**src/hdl/ffdc_pkg.sv**
```systemverilog
`default_nettype none

package ffdc_pkg;

   // Line framing codes
   localparam logic [7:0]  FLAG_BYTE  = 8'h7e;
   localparam logic [7:0]  ESC_BYTE   = 8'h7d;
   localparam logic [7:0]  ESC_XOR    = 8'h20;
   localparam logic [15:0] CRC_INIT   = 16'hffff;

   // Header check on byte 0: top two bits must read 10
   localparam logic [7:0]  HDR_MASK   = 8'hc0;
   localparam logic [7:0]  HDR_MARK   = 8'h80;

   // Status frame layout (decoded byte positions)
   localparam logic [7:0]  POS_NODE     = 8'd2;
   localparam logic [7:0]  POS_CNT_LO   = 8'd4;
   localparam logic [7:0]  POS_CRC_HI   = 8'd16;
   localparam logic [7:0]  POS_CRC_LO   = 8'd17;
   localparam logic [7:0]  POS_MAX      = 8'd255;

   // Register reset values
   localparam logic        RST_STRICT_MODE     = 1'b0;
   localparam logic [5:0]  RST_STATUS_PROTOCOL = 6'd49;
   localparam logic [7:0]  RST_NODE_MIN        = 8'd1;
   localparam logic [7:0]  RST_NODE_MAX        = 8'd5;

   // Configuration register indexes
   typedef enum logic [1:0] {
      CSR_STRICT_MODE     = 2'd0,
      CSR_STATUS_PROTOCOL = 2'd1,
      CSR_NODE_MIN        = 2'd2,
      CSR_NODE_MAX        = 2'd3
   } csr_index_type;

   typedef struct packed {
      logic       strict_mode;
      logic [5:0] status_protocol;
      logic [7:0] node_min;
      logic [7:0] node_max;
   } cfg_type;

   typedef struct packed {
      logic        frame_start;
      logic        byte_valid;
      logic [7:0]  data_byte;
      logic [7:0]  byte_index;
      logic        header_error;
      logic        node_ok;
      logic        counter_valid;
      logic [2:0]  counter_id;
      logic [15:0] counter_value;
      logic        crc_done;
      logic        crc_ok;
   } result_type;

endpackage

`default_nettype wire

```
**src/hdl/ffdc_ifs.sv**
```systemverilog
`default_nettype none

// Raw line byte channel
interface ffdc_req_if;
   logic       valid;
   logic       ready;
   logic [7:0] line_byte;

   modport source (output valid, output line_byte, input ready);
   modport sink   (input valid, input line_byte, output ready);
endinterface

// Decoded result channel
interface ffdc_rsp_if;
   logic        valid;
   logic        ready;
   logic        frame_start;
   logic        byte_valid;
   logic [7:0]  data_byte;
   logic [7:0]  byte_index;
   logic        header_error;
   logic        node_ok;
   logic        counter_valid;
   logic [2:0]  counter_id;
   logic [15:0] counter_value;
   logic        crc_done;
   logic        crc_ok;

   modport source (output valid, output frame_start, output byte_valid, output data_byte,
                   output byte_index, output header_error, output node_ok,
                   output counter_valid, output counter_id, output counter_value,
                   output crc_done, output crc_ok, input ready);
   modport sink   (input valid, input frame_start, input byte_valid, input data_byte,
                   input byte_index, input header_error, input node_ok,
                   input counter_valid, input counter_id, input counter_value,
                   input crc_done, input crc_ok, output ready);
endinterface

// Register write channel
interface ffdc_csr_if;
   logic       valid;
   logic       ready;
   logic [1:0] index;
   logic [7:0] data;

   modport source (output valid, output index, output data, input ready);
   modport sink   (input valid, input index, input data, output ready);
endinterface

`default_nettype wire

```
**src/hdl/ffdc_csr.sv**
```systemverilog
`default_nettype none

module ffdc_csr (
   input  wire logic             clock,
   input  wire logic             reset,
   ffdc_csr_if.sink              csr_ch,
   output ffdc_pkg::cfg_type     cfg
);
   import ffdc_pkg::*;

   cfg_type cfg_ff;
   cfg_type cfg_in;

   // Writes are always taken
   assign csr_ch.ready = 1'b1;

   always_comb begin
      cfg_in = cfg_ff;
      if (csr_ch.valid) begin
         unique case (csr_index_type'(csr_ch.index))
            CSR_STRICT_MODE:     cfg_in.strict_mode     = csr_ch.data[0];
            CSR_STATUS_PROTOCOL: cfg_in.status_protocol = csr_ch.data[5:0];
            CSR_NODE_MIN:        cfg_in.node_min        = csr_ch.data;
            CSR_NODE_MAX:        cfg_in.node_max        = csr_ch.data;
         endcase
      end
   end

   always_ff @(posedge clock) begin
      if (reset) begin
         cfg_ff.strict_mode     <= RST_STRICT_MODE;
         cfg_ff.status_protocol <= RST_STATUS_PROTOCOL;
         cfg_ff.node_min        <= RST_NODE_MIN;
         cfg_ff.node_max        <= RST_NODE_MAX;
      end else begin
         cfg_ff <= cfg_in;
      end
   end

   assign cfg = cfg_ff;

endmodule

`default_nettype wire

```
**src/hdl/ffdc_core.sv**
```systemverilog
`default_nettype none

module ffdc_core (
   input  wire logic               clock,
   input  wire logic               reset,
   ffdc_req_if.sink                req_ch,
   input  wire ffdc_pkg::cfg_type  cfg,
   input  wire logic               out_space,
   output logic                    res_valid,
   output ffdc_pkg::result_type    res
);
   import ffdc_pkg::*;

   // One CRC-CCITT (reflected) byte update
   function automatic logic [15:0] crc_step(input logic [15:0] crc, input logic [7:0] b);
      logic [7:0]  x;
      logic [15:0] r;
      x = b ^ crc[7:0];
      x = x ^ {x[3:0], 4'b0000};
      r = {x, crc[15:8]};
      r = r ^ {12'd0, x[7:4]} ^ {5'd0, x, 3'b000};
      return r;
   endfunction

   logic       in_valid_ff, in_valid_in;
   logic [7:0] in_byte_ff;
   logic       advance;

   logic        esc_ff,   esc_in;
   logic        sync_ff,  sync_in;
   logic [7:0]  pos_ff,   pos_in;
   logic [5:0]  proto_ff, proto_in;
   logic [15:0] crc_ff,   crc_in;
   logic [7:0]  held_ff,  held_in;
   logic [7:0]  rxcrc_ff, rxcrc_in;

   logic [7:0] dec;
   logic [5:0] proto_cur;
   logic       status;
   logic [7:0] cnt_off;

   // Input register: takes a new byte when empty or whenever the held one moves on
   assign advance      = in_valid_ff && out_space;
   assign req_ch.ready = !in_valid_ff || out_space;

   always_comb begin
      in_valid_in = in_valid_ff;
      if (req_ch.valid && req_ch.ready) begin
         in_valid_in = 1'b1;
      end else if (advance) begin
         in_valid_in = 1'b0;
      end
   end

   always_ff @(posedge clock) begin
      if (reset) begin
         in_valid_ff <= 1'b0;
      end else begin
         in_valid_ff <= in_valid_in;
      end
   end

   always_ff @(posedge clock) begin
      if (req_ch.valid && req_ch.ready) begin
         in_byte_ff <= req_ch.line_byte;
      end
   end

   // Unstuffing, field decode and CRC for the held byte
   assign dec       = esc_ff ? (in_byte_ff ^ ESC_XOR) : in_byte_ff;
   assign proto_cur = (pos_ff == 8'd0) ? dec[5:0] : proto_ff;
   assign status    = (proto_cur == cfg.status_protocol);
   assign cnt_off   = pos_ff - POS_CNT_LO;

   // Bytes out of sync and positions outside the status layout match no arm
   always_comb begin
      res      = '0;
      esc_in   = esc_ff;
      sync_in  = sync_ff;
      pos_in   = pos_ff;
      proto_in = proto_ff;
      crc_in   = crc_ff;
      held_in  = held_ff;
      rxcrc_in = rxcrc_ff;
      if (in_byte_ff == FLAG_BYTE) begin
         esc_in          = 1'b0;
         sync_in         = 1'b1;
         pos_in          = 8'd0;
         crc_in          = CRC_INIT;
         res.frame_start = 1'b1;
      end else if (in_byte_ff == ESC_BYTE && !esc_ff) begin
         esc_in = 1'b1;
      end else if (sync_ff) begin
         esc_in         = 1'b0;
         proto_in       = proto_cur;
         res.byte_valid = 1'b1;
         res.data_byte  = dec;
         res.byte_index = pos_ff;
         if (pos_ff < POS_CRC_HI) begin
            crc_in = crc_step(crc_ff, dec);
         end
         if (pos_ff == 8'd0 && cfg.strict_mode && (dec & HDR_MASK) != HDR_MARK) begin
            res.header_error = 1'b1;
            sync_in          = 1'b0;
         end else if (status) begin
            if (pos_ff == POS_NODE) begin
               res.node_ok = (dec >= cfg.node_min) && (dec <= cfg.node_max);
            end else if (pos_ff >= POS_CNT_LO && pos_ff < POS_CRC_HI) begin
               if (!pos_ff[0]) begin
                  held_in = dec;
               end else begin
                  res.counter_valid = 1'b1;
                  res.counter_id    = cnt_off[3:1];
                  res.counter_value = {held_ff, dec};
               end
            end else if (pos_ff == POS_CRC_HI) begin
               rxcrc_in = dec;
            end else if (pos_ff == POS_CRC_LO) begin
               res.crc_done = 1'b1;
               res.crc_ok   = (crc_ff[15:8] == rxcrc_ff) && (crc_ff[7:0] == dec);
            end
         end
         if (pos_ff != POS_MAX) begin
            pos_in = pos_ff + 8'd1;
         end
      end
   end

   // Frame state moves only when the held byte is passed on
   always_ff @(posedge clock) begin
      if (reset) begin
         esc_ff   <= 1'b0;
         sync_ff  <= 1'b0;
         pos_ff   <= 8'd0;
         proto_ff <= 6'd0;
         crc_ff   <= CRC_INIT;
         held_ff  <= 8'd0;
         rxcrc_ff <= 8'd0;
      end else if (advance) begin
         esc_ff   <= esc_in;
         sync_ff  <= sync_in;
         pos_ff   <= pos_in;
         proto_ff <= proto_in;
         crc_ff   <= crc_in;
         held_ff  <= held_in;
         rxcrc_ff <= rxcrc_in;
      end
   end

   assign res_valid = in_valid_ff;

endmodule

`default_nettype wire

```
**src/hdl/ffdc_out.sv**
```systemverilog
`default_nettype none

module ffdc_out (
   input  wire logic                 clock,
   input  wire logic                 reset,
   input  wire logic                 res_valid,
   input  wire ffdc_pkg::result_type res,
   output logic                      out_space,
   ffdc_rsp_if.source                rsp_ch
);
   import ffdc_pkg::*;

   logic       out_valid_ff, out_valid_in;
   result_type out_res_ff;

   // Room for a new result when empty or the current one is taken now
   assign out_space = !out_valid_ff || rsp_ch.ready;

   always_comb begin
      out_valid_in = out_valid_ff;
      if (out_space) begin
         out_valid_in = res_valid;
      end
   end

   always_ff @(posedge clock) begin
      if (reset) begin
         out_valid_ff <= 1'b0;
      end else begin
         out_valid_ff <= out_valid_in;
      end
   end

   always_ff @(posedge clock) begin
      if (out_space && res_valid) begin
         out_res_ff <= res;
      end
   end

   assign rsp_ch.valid         = out_valid_ff;
   assign rsp_ch.frame_start   = out_res_ff.frame_start;
   assign rsp_ch.byte_valid    = out_res_ff.byte_valid;
   assign rsp_ch.data_byte     = out_res_ff.data_byte;
   assign rsp_ch.byte_index    = out_res_ff.byte_index;
   assign rsp_ch.header_error  = out_res_ff.header_error;
   assign rsp_ch.node_ok       = out_res_ff.node_ok;
   assign rsp_ch.counter_valid = out_res_ff.counter_valid;
   assign rsp_ch.counter_id    = out_res_ff.counter_id;
   assign rsp_ch.counter_value = out_res_ff.counter_value;
   assign rsp_ch.crc_done      = out_res_ff.crc_done;
   assign rsp_ch.crc_ok        = out_res_ff.crc_ok;

endmodule

`default_nettype wire

```
**src/hdl/flag_framed_deframer_crc_check.sv**
```systemverilog
// Flag-framed byte deframer with unstuffing, status-frame decode and CRC check.
// req_ch: one raw line byte per transfer (valid/ready). rsp_ch: exactly one
// result per line byte, in order: flag seen, decoded byte and its index, header
// error, node range check, 16-bit counters and the CRC verdict of status frames.
// csr_ch: register writes (index 0 strict mode, 1 status protocol, 2 node min,
// 3 node max); always ready, to be used only while the block is idle.
// A byte taken on req_ch is held in the input register and its result in the
// result register, from which it is offered on rsp_ch. Throughput: one byte per
// cycle while rsp_ch does not stall; the frame state is updated in the single
// stage between the two registers.
// Reset: out of sync, no pending escape, CRC 0xFFFF, both registers empty and
// the configuration at 0 / 49 / 1 / 5.
// Receiver stall: the result register holds its transfer, the input register
// keeps one more byte, and req_ch.ready then drops until rsp_ch moves.
`default_nettype none

module flag_framed_deframer_crc_check (
   input  wire logic  clock,
   input  wire logic  reset,
   ffdc_req_if.sink   req_ch,
   ffdc_rsp_if.source rsp_ch,
   ffdc_csr_if.sink   csr_ch
);
   import ffdc_pkg::*;

   cfg_type    cfg;
   result_type res;
   logic       res_valid;
   logic       out_space;

   ffdc_csr u_csr (
      .clock  (clock),
      .reset  (reset),
      .csr_ch (csr_ch),
      .cfg    (cfg)
   );

   ffdc_core u_core (
      .clock     (clock),
      .reset     (reset),
      .req_ch    (req_ch),
      .cfg       (cfg),
      .out_space (out_space),
      .res_valid (res_valid),
      .res       (res)
   );

   ffdc_out u_out (
      .clock     (clock),
      .reset     (reset),
      .res_valid (res_valid),
      .res       (res),
      .out_space (out_space),
      .rsp_ch    (rsp_ch)
   );

endmodule

`default_nettype wire

```
**src/flat_wrapper.sv**
```systemverilog
// flat-port wrapper written by rule: the top's interface ports become plain ports
module flag_framed_deframer_crc_check_flat import ffdc_pkg::*;
  (clock, reset, req_ch_valid, req_ch_line_byte, req_ch_ready, rsp_ch_valid, rsp_ch_frame_start, rsp_ch_byte_valid, rsp_ch_data_byte, rsp_ch_byte_index, rsp_ch_header_error, rsp_ch_node_ok, rsp_ch_counter_valid, rsp_ch_counter_id, rsp_ch_counter_value, rsp_ch_crc_done, rsp_ch_crc_ok, rsp_ch_ready, csr_ch_valid, csr_ch_index, csr_ch_data, csr_ch_ready);
  ffdc_req_if req_ch_i ();
  ffdc_rsp_if rsp_ch_i ();
  ffdc_csr_if csr_ch_i ();
  input  wire logic clock;
  input  wire logic reset;
  input wire logic [$bits(req_ch_i.valid)-1:0] req_ch_valid;
  input wire logic [$bits(req_ch_i.line_byte)-1:0] req_ch_line_byte;
  output wire logic [$bits(req_ch_i.ready)-1:0] req_ch_ready;
  output wire logic [$bits(rsp_ch_i.valid)-1:0] rsp_ch_valid;
  output wire logic [$bits(rsp_ch_i.frame_start)-1:0] rsp_ch_frame_start;
  output wire logic [$bits(rsp_ch_i.byte_valid)-1:0] rsp_ch_byte_valid;
  output wire logic [$bits(rsp_ch_i.data_byte)-1:0] rsp_ch_data_byte;
  output wire logic [$bits(rsp_ch_i.byte_index)-1:0] rsp_ch_byte_index;
  output wire logic [$bits(rsp_ch_i.header_error)-1:0] rsp_ch_header_error;
  output wire logic [$bits(rsp_ch_i.node_ok)-1:0] rsp_ch_node_ok;
  output wire logic [$bits(rsp_ch_i.counter_valid)-1:0] rsp_ch_counter_valid;
  output wire logic [$bits(rsp_ch_i.counter_id)-1:0] rsp_ch_counter_id;
  output wire logic [$bits(rsp_ch_i.counter_value)-1:0] rsp_ch_counter_value;
  output wire logic [$bits(rsp_ch_i.crc_done)-1:0] rsp_ch_crc_done;
  output wire logic [$bits(rsp_ch_i.crc_ok)-1:0] rsp_ch_crc_ok;
  input wire logic [$bits(rsp_ch_i.ready)-1:0] rsp_ch_ready;
  input wire logic [$bits(csr_ch_i.valid)-1:0] csr_ch_valid;
  input wire logic [$bits(csr_ch_i.index)-1:0] csr_ch_index;
  input wire logic [$bits(csr_ch_i.data)-1:0] csr_ch_data;
  output wire logic [$bits(csr_ch_i.ready)-1:0] csr_ch_ready;
  assign req_ch_i.valid = req_ch_valid;
  assign req_ch_i.line_byte = req_ch_line_byte;
  assign req_ch_ready = req_ch_i.ready;
  assign rsp_ch_valid = rsp_ch_i.valid;
  assign rsp_ch_frame_start = rsp_ch_i.frame_start;
  assign rsp_ch_byte_valid = rsp_ch_i.byte_valid;
  assign rsp_ch_data_byte = rsp_ch_i.data_byte;
  assign rsp_ch_byte_index = rsp_ch_i.byte_index;
  assign rsp_ch_header_error = rsp_ch_i.header_error;
  assign rsp_ch_node_ok = rsp_ch_i.node_ok;
  assign rsp_ch_counter_valid = rsp_ch_i.counter_valid;
  assign rsp_ch_counter_id = rsp_ch_i.counter_id;
  assign rsp_ch_counter_value = rsp_ch_i.counter_value;
  assign rsp_ch_crc_done = rsp_ch_i.crc_done;
  assign rsp_ch_crc_ok = rsp_ch_i.crc_ok;
  assign rsp_ch_i.ready = rsp_ch_ready;
  assign csr_ch_i.valid = csr_ch_valid;
  assign csr_ch_i.index = csr_ch_index;
  assign csr_ch_i.data = csr_ch_data;
  assign csr_ch_ready = csr_ch_i.ready;
  flag_framed_deframer_crc_check u_core (.clock(clock), .reset(reset), .req_ch(req_ch_i), .rsp_ch(rsp_ch_i), .csr_ch(csr_ch_i));
endmodule
```
**config.mk**
```make
export PLATFORM = sky130hd
export DESIGN_NAME = flag_framed_deframer_crc_check_flat
export DESIGN_NICKNAME = d
export VERILOG_FILES = /design/src/hdl/ffdc_pkg.sv /design/src/hdl/ffdc_ifs.sv /design/src/hdl/ffdc_csr.sv /design/src/hdl/ffdc_core.sv /design/src/hdl/ffdc_out.sv /design/src/hdl/flag_framed_deframer_crc_check.sv /design/src/flat_wrapper.sv
export SDC_FILE = /design/constraint.sdc
export NUM_CORES = 1
export LEC_CHECK = 0
export ABC_CLOCK_PERIOD_IN_PS = 2500
export BUFFER_PORTS_ARGS = -buffer_cell sky130_fd_sc_hd__buf_4
export CORE_ASPECT_RATIO = 1.5
export CORE_UTILIZATION = 45
export DETAILED_ROUTE_END_ITERATION = 16
export GPL_ROUTABILITY_DRIVEN = 1
export PLACE_DENSITY_LB_ADDON = 0.15
export RECOVER_POWER = 100
export SLEW_MARGIN = 10
export SYNTH_ARGS = -nofsm -noshare
export SYNTH_HDL_FRONTEND = slang
export SYNTH_SLANG_ARGS = --single-unit
```
**constraint.sdc**
```tcl
create_clock -name clock -period 2.5 [get_ports clock]
set_clock_uncertainty 0.15 [all_clocks]
set_input_delay 0.25 -clock clock [delete_from_list [all_inputs] [get_ports clock]]
set_output_delay 0.25 -clock clock [all_outputs]
set_load 0.02 [all_outputs]
```
==> results.ini, run 1 <==
[worst_setup_path]
regToRegEndpoint = u_core.u_core.held_ff[5]
crit_path_max_incr_delay_ns = 0.40
r2r_slack_ns = 0.07
start_kind = flop
critPathMaxFanout = 16
worst-r2r-cell-count = 7
rr_startpoint = u_core.u_core.pos_ff[6]
path_buf_inv = 1
worstSetupPathType = reg -> reg
crit_arrival_ns = 2.62
cp_cell_sequence = nor4_4, and3_2, mux2_2, a21o_1, buf_4, nor3_1, mux2i_1
end_kind = flop
path_delay_family = simple AND/OR/NAND/NOR gates
worstPathRequired_ns = 2.69
cp_slowest_cell = mux2_2

[final_layout]
area_delta_synth_final_pct = 25.4
diodes = 0
drive_above_1_share = 0.148
fin_nets = 750
final_cells = 872

[clocking]
clock-sinks = 123
cts_buffers = 17
cts_tree = built
clock_latency_ns = 0.42
root_buffer = clkbuf_16
cts_htree_levels = 4
max-clock-path-buffers = 2
cts.clk_slew.worst_paths_ns = 0.06

[yosys]
ys_seq_area_frac = 0.502
synth_flop_cell = dfxtp_1
ys_types = 53
netlist.area_leader.share = 0.254
yosysTopAreaCell = edfxtp_1
syn_avg_cell_area_um2 = 10.1
syn-cell-area_um2 = 5900
syn_inst = 587
synth_edf_count = 50
synth_seq_cells = 123
ys_warn_count = 0
syn_nets = 634
synth_area_leaders = edfxtp_1 25%, dfxtp_1 25%, ha_1 5.1%
async_flop_share = 0

[floorplanning]
initial_utilization = 0.467
io_pins = 68
design.die.area_um2 = 13600
die_h_um = 142
core-area_um2 = 12600
num_rows = 50
die_w_um = 95.5

[pwr]
peakVddDrop_uv = 438
switching_power_w = 0.00116
powerDensity_nw_per_um2 = 664
swShare = 0.237
pwr-share-seq = 0.441
pwr-share-comb = 0.080
power.internal_w = 0.00375
leakage_nw = 2.94
pwr-share-clk = 0.480
finalPower_w = 0.00491

[global_routing]
first_global_vias = 4528
antenna_found_initial = 0
grt_use_total = 0.226
grt_max_degree = 56
grt_pass1_wl_um = 22900
grt_overflow = 0

[timing]
period_needed_ns = 2.43
fmax_ghz = 0.412
worst_pin_slew_ns = 0.696
relSlewSlack = 0.536
final_max_slew_viol_count = 0
setup_viol_count_final = 0
min_period_over_period = 0.971
finalHoldViolCount = 0

[placed_design]
dp_hpwl_um = 10200
placed_cells = 822
routabilityCongestion = 0.872
io_buffers = 66

[detailed_routing]
vias_per_cell = 5.37
met2_length_um = 7430
antenna_left = 0
drt_iter0_drc = 260
vias = 4680
wire_per_inst_um = 16.4
wl_met1_um = 5830
wl_met3_um = 647
drcViolationCount = 0
drt_first_pass_iters = 5
top_layer_used = met4
routed_wirelength_um = 14300

[hold_path]
holdPathStages = 4
hp-class = in -> reg
hp-start = csr_ch_index[0]
min_to = u_core.u_csr.cfg[22]

[run]
maxCapViolations = 0

[status]
status = finished clean

-- Yosys cell counts (4+ instances only) --
cell type / n
o31ai_1: 15
nand4_1: 23
inv_1: 27
mux2i_1: 21
buf_2: 5
nand3_1: 17
ha_1: 24
a21o_1: 5
nor2b_1: 7
nor3_1: 9
nor4_1: 4
xor2_1: 16
nand2b_1: 20
inv_2: 4
o21ai_0: 8
nand3b_1: 4
xnor2_1: 30
nor2_1: 41
and3_1: 11
clkbuf_1: 19
a21oi_1: 40
dfxtp_1: 73
and2_1: 17
nand2_1: 54
edfxtp_1: 50
-- per-layer routing --
layer | up-vias | global-route usage
met5 | - | 0
met4 | 0 | 0.119
met1 | 2204 | 0.260
met2 | 136 | 0.387
met3 | 31 | 0.0481
li1 | 2309 | -
-- worst max-delay path by stage --
stage | start | end | depth (start not counted)
after floorplan | u_core.u_core.pos_ff[4] | u_core.u_out.rsp_ch.counter_value[5] | 9
after global placement | u_core.u_core.pos_ff[6] | u_core.u_out.rsp_ch.crc_ok | 6
after detailed placement | u_core.u_core.pos_ff[2] | u_core.u_out.rsp_ch.crc_ok | 7
after CTS | u_core.u_core.in_byte_ff[0] | u_core.u_out.rsp_ch.node_ok | 8
after global routing | u_core.u_core.pos_ff[6] | u_core.u_out.rsp_ch.crc_ok | 6
final | u_core.u_core.pos_ff[6] | u_core.u_core.held_ff[5] | 7
-- state kept, by name (all words and copies together) (netlist names) --
| signal | count |
|---|---|
| u_core.u_core.pos_ff | 8 |
| u_core.u_out.rsp_ch.frame_start | 1 |
| u_core.u_out.rsp_ch.byte_valid | 1 |
| u_core.u_core.held_ff | 8 |
| u_core.u_out.rsp_ch.crc_done | 1 |
| u_core.u_out.rsp_ch.counter_value | 16 |
| u_core.u_core.proto_ff | 6 |
| u_core.u_core.in_byte_ff | 8 |
| u_core.u_csr.cfg | 23 |
| u_core.u_core.sync_ff | 1 |
| u_core.u_out.rsp_ch.byte_index | 8 |
| u_core.u_core.esc_ff | 1 |
| u_core.u_out.rsp_ch.data_byte | 8 |
| u_core.u_core.crc_ff | 16 |
| u_core.u_out.rsp_ch.counter_id | 3 |
| u_core.u_core.res_valid | 1 |
| u_core.u_out.rsp_ch.header_error | 1 |
| u_core.u_out.rsp_ch.crc_ok | 1 |
| u_core.u_core.rxcrc_ff | 8 |
| u_core.u_out.rsp_ch.valid | 1 |
| u_core.u_out.rsp_ch.node_ok | 1 |
| u_core.u_out.rsp_ch.counter_valid | 1 |
-- worst register-to-register path: cells and delay by family, from the launching register on --
family	cells	cell delay (ns)
flops	1	0.37
mux	2	0.61
buf+inv	1	0.20
compound gates	1	0.19
simple gates	3	0.82
-- timing repair --
item,CTS,global route
endpoints found under the hold margin,32,0
hold buffers,18,0
resized for setup,1,8
pin swaps,0,2
setup endpoints to repair,1,38
buffers inserted,0,0
-- metrics by stage --
stage | setup TNS [ns] | hold WS [ns] | util | instance area [um2] | worst slack (ns)
finish | 0 | 0.0853 | 0.586 | 7400 | 0.0733
floorplan | 0 | 0.199 | - | 5900 | 0.00885
global placement | 0 | 0.279 | 0.537 | 6790 | 0.00987
global route | -0.0489 | 0.0795 | 0.586 | 7400 | -0.0227
CTS | 0 | 0.0566 | 0.597 | 7550 | 0.0228
detailed placement | -0.00931 | 0.279 | 0.537 | 6790 | -0.00931
-- cell usage in the layout, fill, tap and decap left out, drive strengths merged, types with 4 or more instances in the layout --
cell type and count:
a21oi 40, xnor2 30, clkbuf 77, inv 33, edfxtp 50, nand3b 4
ha 24, mux2i 22, a21o 5, nand2 54, nand4 24, nor2b 7
buf 48, nand2b 20, o21ai 9, clkinv 9, dfxtp 73, and2 17
nor2 41, nand3 17, and3 11, nor3 9, o31ai 15, dlygate4sd3 18
nor4 5, xor2 16
-- kinds of logic after synthesis --
kind of cell               share of synthesized area
and+or+nand+nor                                0.192
DFF                                            0.502
AOI/OAI and AO/OA                              0.104
buffers and inverters                         0.0424
xor gates and xnor gates                      0.0683
adders and majority gates                     0.0509
muxes                                         0.0399
other                                       0.000636
-- power groups by stage --
stage	Sequential, W	Combinational (W)	Clock [W]
after floorplan	0.00223	0.000206	0
after CTS	0.00217	0.000412	0.00240
after global routing	0.00217	0.000428	0.00250
after detailed placement	0.00221	0.000388	0
final	0.00217	0.000391	0.00236
after global placement	0.00221	0.000381	0
-- final cells by class --
class	instances	area, um2
Timing Repair Buffer	126	815
Inverter	31	119
Clock inverter	15	150
Sequential cell	123	2960
Tap cell	156	195
Multi-Input combinational cell	404	2740
Clock buffer	17	425
Fill cell	1147	5240
(Power assumes the default switching activity.)
==> run 2, diff against run 1 <==
==> constraint.sdc (replaced) <==
create_clock -name clock -period 2.5 [get_ports clock]
set_clock_uncertainty 0.15 [all_clocks]
set_input_delay 0 -clock clock [delete_from_list [all_inputs] [get_ports clock]]
set_output_delay 0 -clock clock [all_outputs]
set_load 0.02 [all_outputs]
==> run 2 against run 1 <==
  * Sequential power about the same
  * Utilization rose by 2.0 points
  * Clock power rose by 8%
  * Critical path type unchanged
  * Sequential share of layout area shrank 1.3 points
  * Power is 4.2% higher
  * Die area stayed put
==> results.ini, run 2 (synthesis results as in run 1) <==
[worst_setup_path]
end_kind = flop
path_buf_inv = 0
worstPathRequired_ns = 2.58
crit_arrival_ns = 2.49
start_kind = flop
cp_slowest_cell = dfxtp_2
crit_path_max_incr_delay_ns = 0.36
worstSetupPathType = reg -> reg
critPathMaxFanout = 6
cp_cell_sequence = nor4_4, and3_4, mux2_4, a211oi_4, nand2_2, a2111oi_4
path_delay_family = simple AND/OR/NAND/NOR gates
r2r_slack_ns = 0.1

[global_routing]
grt_use_total = 0.232
grt_overflow = 0
first_global_vias = 4739
antenna_found_initial = 0
grt_pass1_wl_um = 23600
grt_max_degree = 71

[run]
maxCapViolations = 0

[floorplanning]
core-area_um2 = 12600
io_pins = 68
num_rows = 50
initial_utilization = 0.467
die_w_um = 95.5
design.die.area_um2 = 13600
die_h_um = 142

[final_layout]
fill_cells = 1134
final_cells = 891
area_delta_synth_final_pct = 29.8
utilization = 0.606
drive_above_1_share = 0.163
fin_nets = 769
layout_common_cells = 72 x dfxtp_1, 53 x nand2_1, 53 x buf_4
largest_reg_flops = 23
diodes = 0
final_common_cell = dfxtp_1

[detailed_routing]
drt_iter0_drc = 271
wire_per_inst_um = 16.5
drt_first_pass_iters = 6
vias = 4742
drcViolationCount = 0
routed_wirelength_um = 14700
antenna_left = 0
vias_per_cell = 5.32

[clocking]
root_buffer = clkbuf_16
clock_latency_ns = 0.42
cts_tree = built
cts_buffers = 17
cts.clk_slew.worst_paths_ns = 0.06
max-clock-path-buffers = 2
cts_htree_levels = 4
clock-sinks = 123

[timing]
worst_pin_slew_ns = 0.907
period_needed_ns = 2.40
fmax_ghz = 0.416
min_period_over_period = 0.961
final_max_slew_viol_count = 0
relSlewSlack = 0.396
setup_viol_count_final = 0
finalHoldViolCount = 0

[status]
status = finished clean

[pwr]
power.internal_w = 0.00389
switching_power_w = 0.00123
peakVddDrop_uv = 593
pwr-share-comb = 0.081
powerDensity_nw_per_um2 = 668
pwr-share-clk = 0.496
swShare = 0.240
leakage_nw = 3.05
pwr-share-seq = 0.423

[placed_design]
dp_hpwl_um = 10200
placed_cells = 821
routabilityCongestion = 0.876
io_buffers = 66

[hold_path]
hp-class = in -> reg

run 2: metal layers:
layer  wire (um)  global-route usage  up-vias
met2        7560               0.396      132
li1            -                   -     2336
met5           0                   0        -
met3         682              0.0540       26
met1        6020               0.271     2248
met4         394               0.110        0
run 2: what timing repair did:
action / CTS / global route
setup buffers: 0 / 5
gates resized for setup: 1 / 15
hold endpoints to repair: 49 / 0
hold buffers: 33 / 0
pin swaps: 0 / 7
setup endpoints to repair: 1 / 36
run 2: layout make-up:
class | count | area, um2 | share of cell area
Clock buffer | 17 | 425 | 0.0555
Clock inverter | 15 | 186 | 0.0243
Inverter | 31 | 119 | 0.0155
Multi-Input combinational cell | 404 | 2770 | 0.362
Sequential cell | 123 | 2960 | 0.387
Tap cell | 156 | 195 | 0.0255
Timing Repair Buffer | 145 | 1000 | 0.131
run 2: per-stage QoR:
stage                     instance area [um2]  setup TNS [ns]  total power (W)  hold slack [ns]  setup WS, ns
final                                    7660               0          0.00512            0.166        0.0963
after global routing                     7660          -0.128          0.00529            0.158       -0.0351
after CTS                                7730               0          0.00516            0.131        0.0601
after detailed placement                 6780         -0.0499          0.00259           0.0295       -0.0499
after global placement                   6780               0          0.00259           0.0299        0.0353
after floorplan                          5900               0          0.00243          -0.0511       0.00885
run 2: path summary, 6_finish.rpt:
check                                              from  cells after the start                     endpoint
worst max-delay path            u_core.u_core.pos_ff[7]                      6  u_core.u_out.rsp_ch.node_ok
worst min-delay path                req_ch_line_byte[4]                      2  u_core.u_core.in_byte_ff[4]
worst max register to register  u_core.u_core.pos_ff[7]                      6  u_core.u_out.rsp_ch.node_ok
worst min register to register     u_core.u_csr.cfg[12]                      2         u_core.u_csr.cfg[12]
run 2: power groups by stage:
stage | clock, W | sequential [W] | combinational (W)
5_1_grt | 0.00267 | 0.00217 | 0.000452
4_1_cts | 0.00257 | 0.00217 | 0.000424
3_5_place_dp | 0 | 0.00221 | 0.000385
2_1_floorplan | 0 | 0.00223 | 0.000206
6_report | 0.00254 | 0.00217 | 0.000413
3_3_place_gp | 0 | 0.00221 | 0.000379
==> run 3, diff against run 2 <==
--- a/config.mk
+++ b/config.mk
@@ -11,6 +11,7 @@
 export CORE_UTILIZATION = 45
 export DETAILED_ROUTE_END_ITERATION = 16
 export GPL_ROUTABILITY_DRIVEN = 1
+export GPL_TIMING_DRIVEN = 0
 export PLACE_DENSITY_LB_ADDON = 0.15
 export RECOVER_POWER = 100
 export SLEW_MARGIN = 10
==> run 3 against run 2 <==
  * Critical path depth rose by 2
  * Sequential power about the same
  * Final cell count decreased by 0.45%
  * Power up 2.6%
  * Sequential share of layout area is 0.22 points lower
  * Clock power grew 5%
  * Fmax down 3.0%
  * Wire length up 3.2%
  * Worst setup slack lost 0.075 ns
  * Clock-buffer cell count unchanged
  * Non-clock buffer count is 4 lower
  * Design area rose by 0.87%
  * Highest routed layer unchanged
==> results.ini, run 3 (synthesis results as in run 1) <==
[status]
status = finished clean

[floorplanning]
die_h_um = 142
initial_utilization = 0.467
io_pins = 68
core-area_um2 = 12600
die_w_um = 95.5
num_rows = 50
design.die.area_um2 = 13600

[placed_design]
pre_cts_slack_ns = -0.641
io_buffers = 66
routabilityCongestion = 0.847
dp_hpwl_um = 10300

[detailed_routing]
drt_iter0_drc = 331
routed_wirelength_um = 15100
vias_per_cell = 5.42
vias = 4807
antenna_left = 0
drt_first_pass_iters = 5
wire_per_inst_um = 17.1
drcViolationCount = 0

[worst_setup_path]
crit_arrival_ns = 2.62
cp_cell_sequence = nor4_4, and3_4, mux2_4, a211oi_4, nand4_4, inv_4, buf_6, and2_4
worstPathRequired_ns = 2.64
rr_startpoint = u_core.u_core.pos_ff[4]
cp_slowest_cell = dfxtp_4
end_kind = flop
critPathLaunch = u_core.u_core.pos_ff[4]
worstSetupPathType = reg -> reg
start_kind = flop
crit_path_max_incr_delay_ns = 0.37
critPathMaxFanout = 8

[clocking]
cts_tree = built
cts_buffers = 17
cts.clk_slew.worst_paths_ns = 0.06
clock_latency_ns = 0.42
root_buffer = clkbuf_16
max-clock-path-buffers = 2
clock-sinks = 123
cts_htree_levels = 4

[timing]
relSlewSlack = 0.531
timing.hold.ws_ns = 0.162
finalHoldViolCount = 0
final_max_slew_viol_count = 0
fin_ws_ns = 0.0216
rsz0062_at_grt = yes
period_needed_ns = 2.48
tns_ns = 0
worst_pin_slew_ns = 0.703
min_period_over_period = 0.991
fmax_ghz = 0.403
setup_viol_count_final = 0

[final_layout]
layout_common_cells = 67 x dfxtp_1, 60 x clkbuf_1, 53 x nand2_1
diodes = 0
utilization = 0.611
area_delta_synth_final_pct = 30.9
largest_reg_flops = 23
drive_above_1_share = 0.183
final_common_cell = dfxtp_1
fin_nets = 765

[global_routing]
antenna_found_initial = 0
grt_use_total = 0.239
grt_pass1_wl_um = 24200
first_global_vias = 4886
grt_overflow = 0
grt_max_degree = 52

[pwr]
peakVddDrop_uv = 460
leakage_nw = 3.00
powerDensity_nw_per_um2 = 679

[hold_path]
hp-class = in -> reg
hp-start = req_ch_line_byte[2]

[run]
maxCapViolations = 0

-- run 3: cell types whose count changed in the layout (fill, tap and decap cells not counted), sizes merged --
cell / previous run / this run
clkbuf: 75 / 89
bufinv: 3 / 4
clkinv: 6 / 4
buf: 54 / 42
dlygate4sd3: 33 / 27
clkinvlp: 1 / 2
-- run 3: cell type report --
class	instances	area [um2]
Tap cell	156	195
Inverter	31	124
Buffer	24	136
Multi-Input combinational cell	404	2890
Clock buffer	17	425
Fill cell	1113	4910
Clock inverter	15	210
Timing Repair Buffer	117	773
Sequential cell	123	2970
-- run 3: path summary, 6_finish.rpt --
path	to	slack [ns]	cells after the start
min	u_core.u_core.in_byte_ff[2]	0.16	2
max	u_core.u_out.rsp_ch.counter_value[15]	0.02	8
max reg2reg	u_core.u_out.rsp_ch.counter_value[15]	0.02	8
min reg2reg	u_core.u_csr.cfg[14]	0.30	2
-- run 3: layer usage --
metal / global-route usage / share of wire / vias up
met1: 0.259 / 0.39 / 2327
li1: - / - / 2327
met5: 0 / 0 / -
met3: 0.0475 / 0.034 / 32
met2: 0.433 / 0.54 / 121
met4: 0.113 / 0.030 / 0
-- run 3: metrics by stage --
stage                     instance area (um2)  total power (W)  std cells
after CTS                                7800          0.00529        885
after floorplan                          5900          0.00243        587
after detailed placement                 6590          0.00258        809
after global placement                   6590          0.00257        809
final                                    7730          0.00525        887
after global routing                     7730          0.00542        887
-- run 3: power by group --
part | internal (W) | switching [W]
registers | 0.00213 | 0.0000261
logic | 0.000174 | 0.000262
clock network | 0.00169 | 0.000970
total | 0.00399 | 0.00126
-- run 3: what timing repair did --
action	CTS	global route
setup endpoints to repair	75	50
hold buffers	27	0
cloned	0	1
resized for setup	44	26
pin swaps	8	10
endpoints found under the hold margin	42	0
buffers inserted	19	4
-- run 3: critical path: cells and delay by family (launching register included) --
| kind | cells | cell delay, ns |
|---|---|---|
| and+or+nand+nor | 4 | 0.96 |
| muxes | 1 | 0.36 |
| DFF | 1 | 0.37 |
| buffers and inverters | 2 | 0.24 |
| AOI/OAI and AO/OA | 1 | 0.27 |
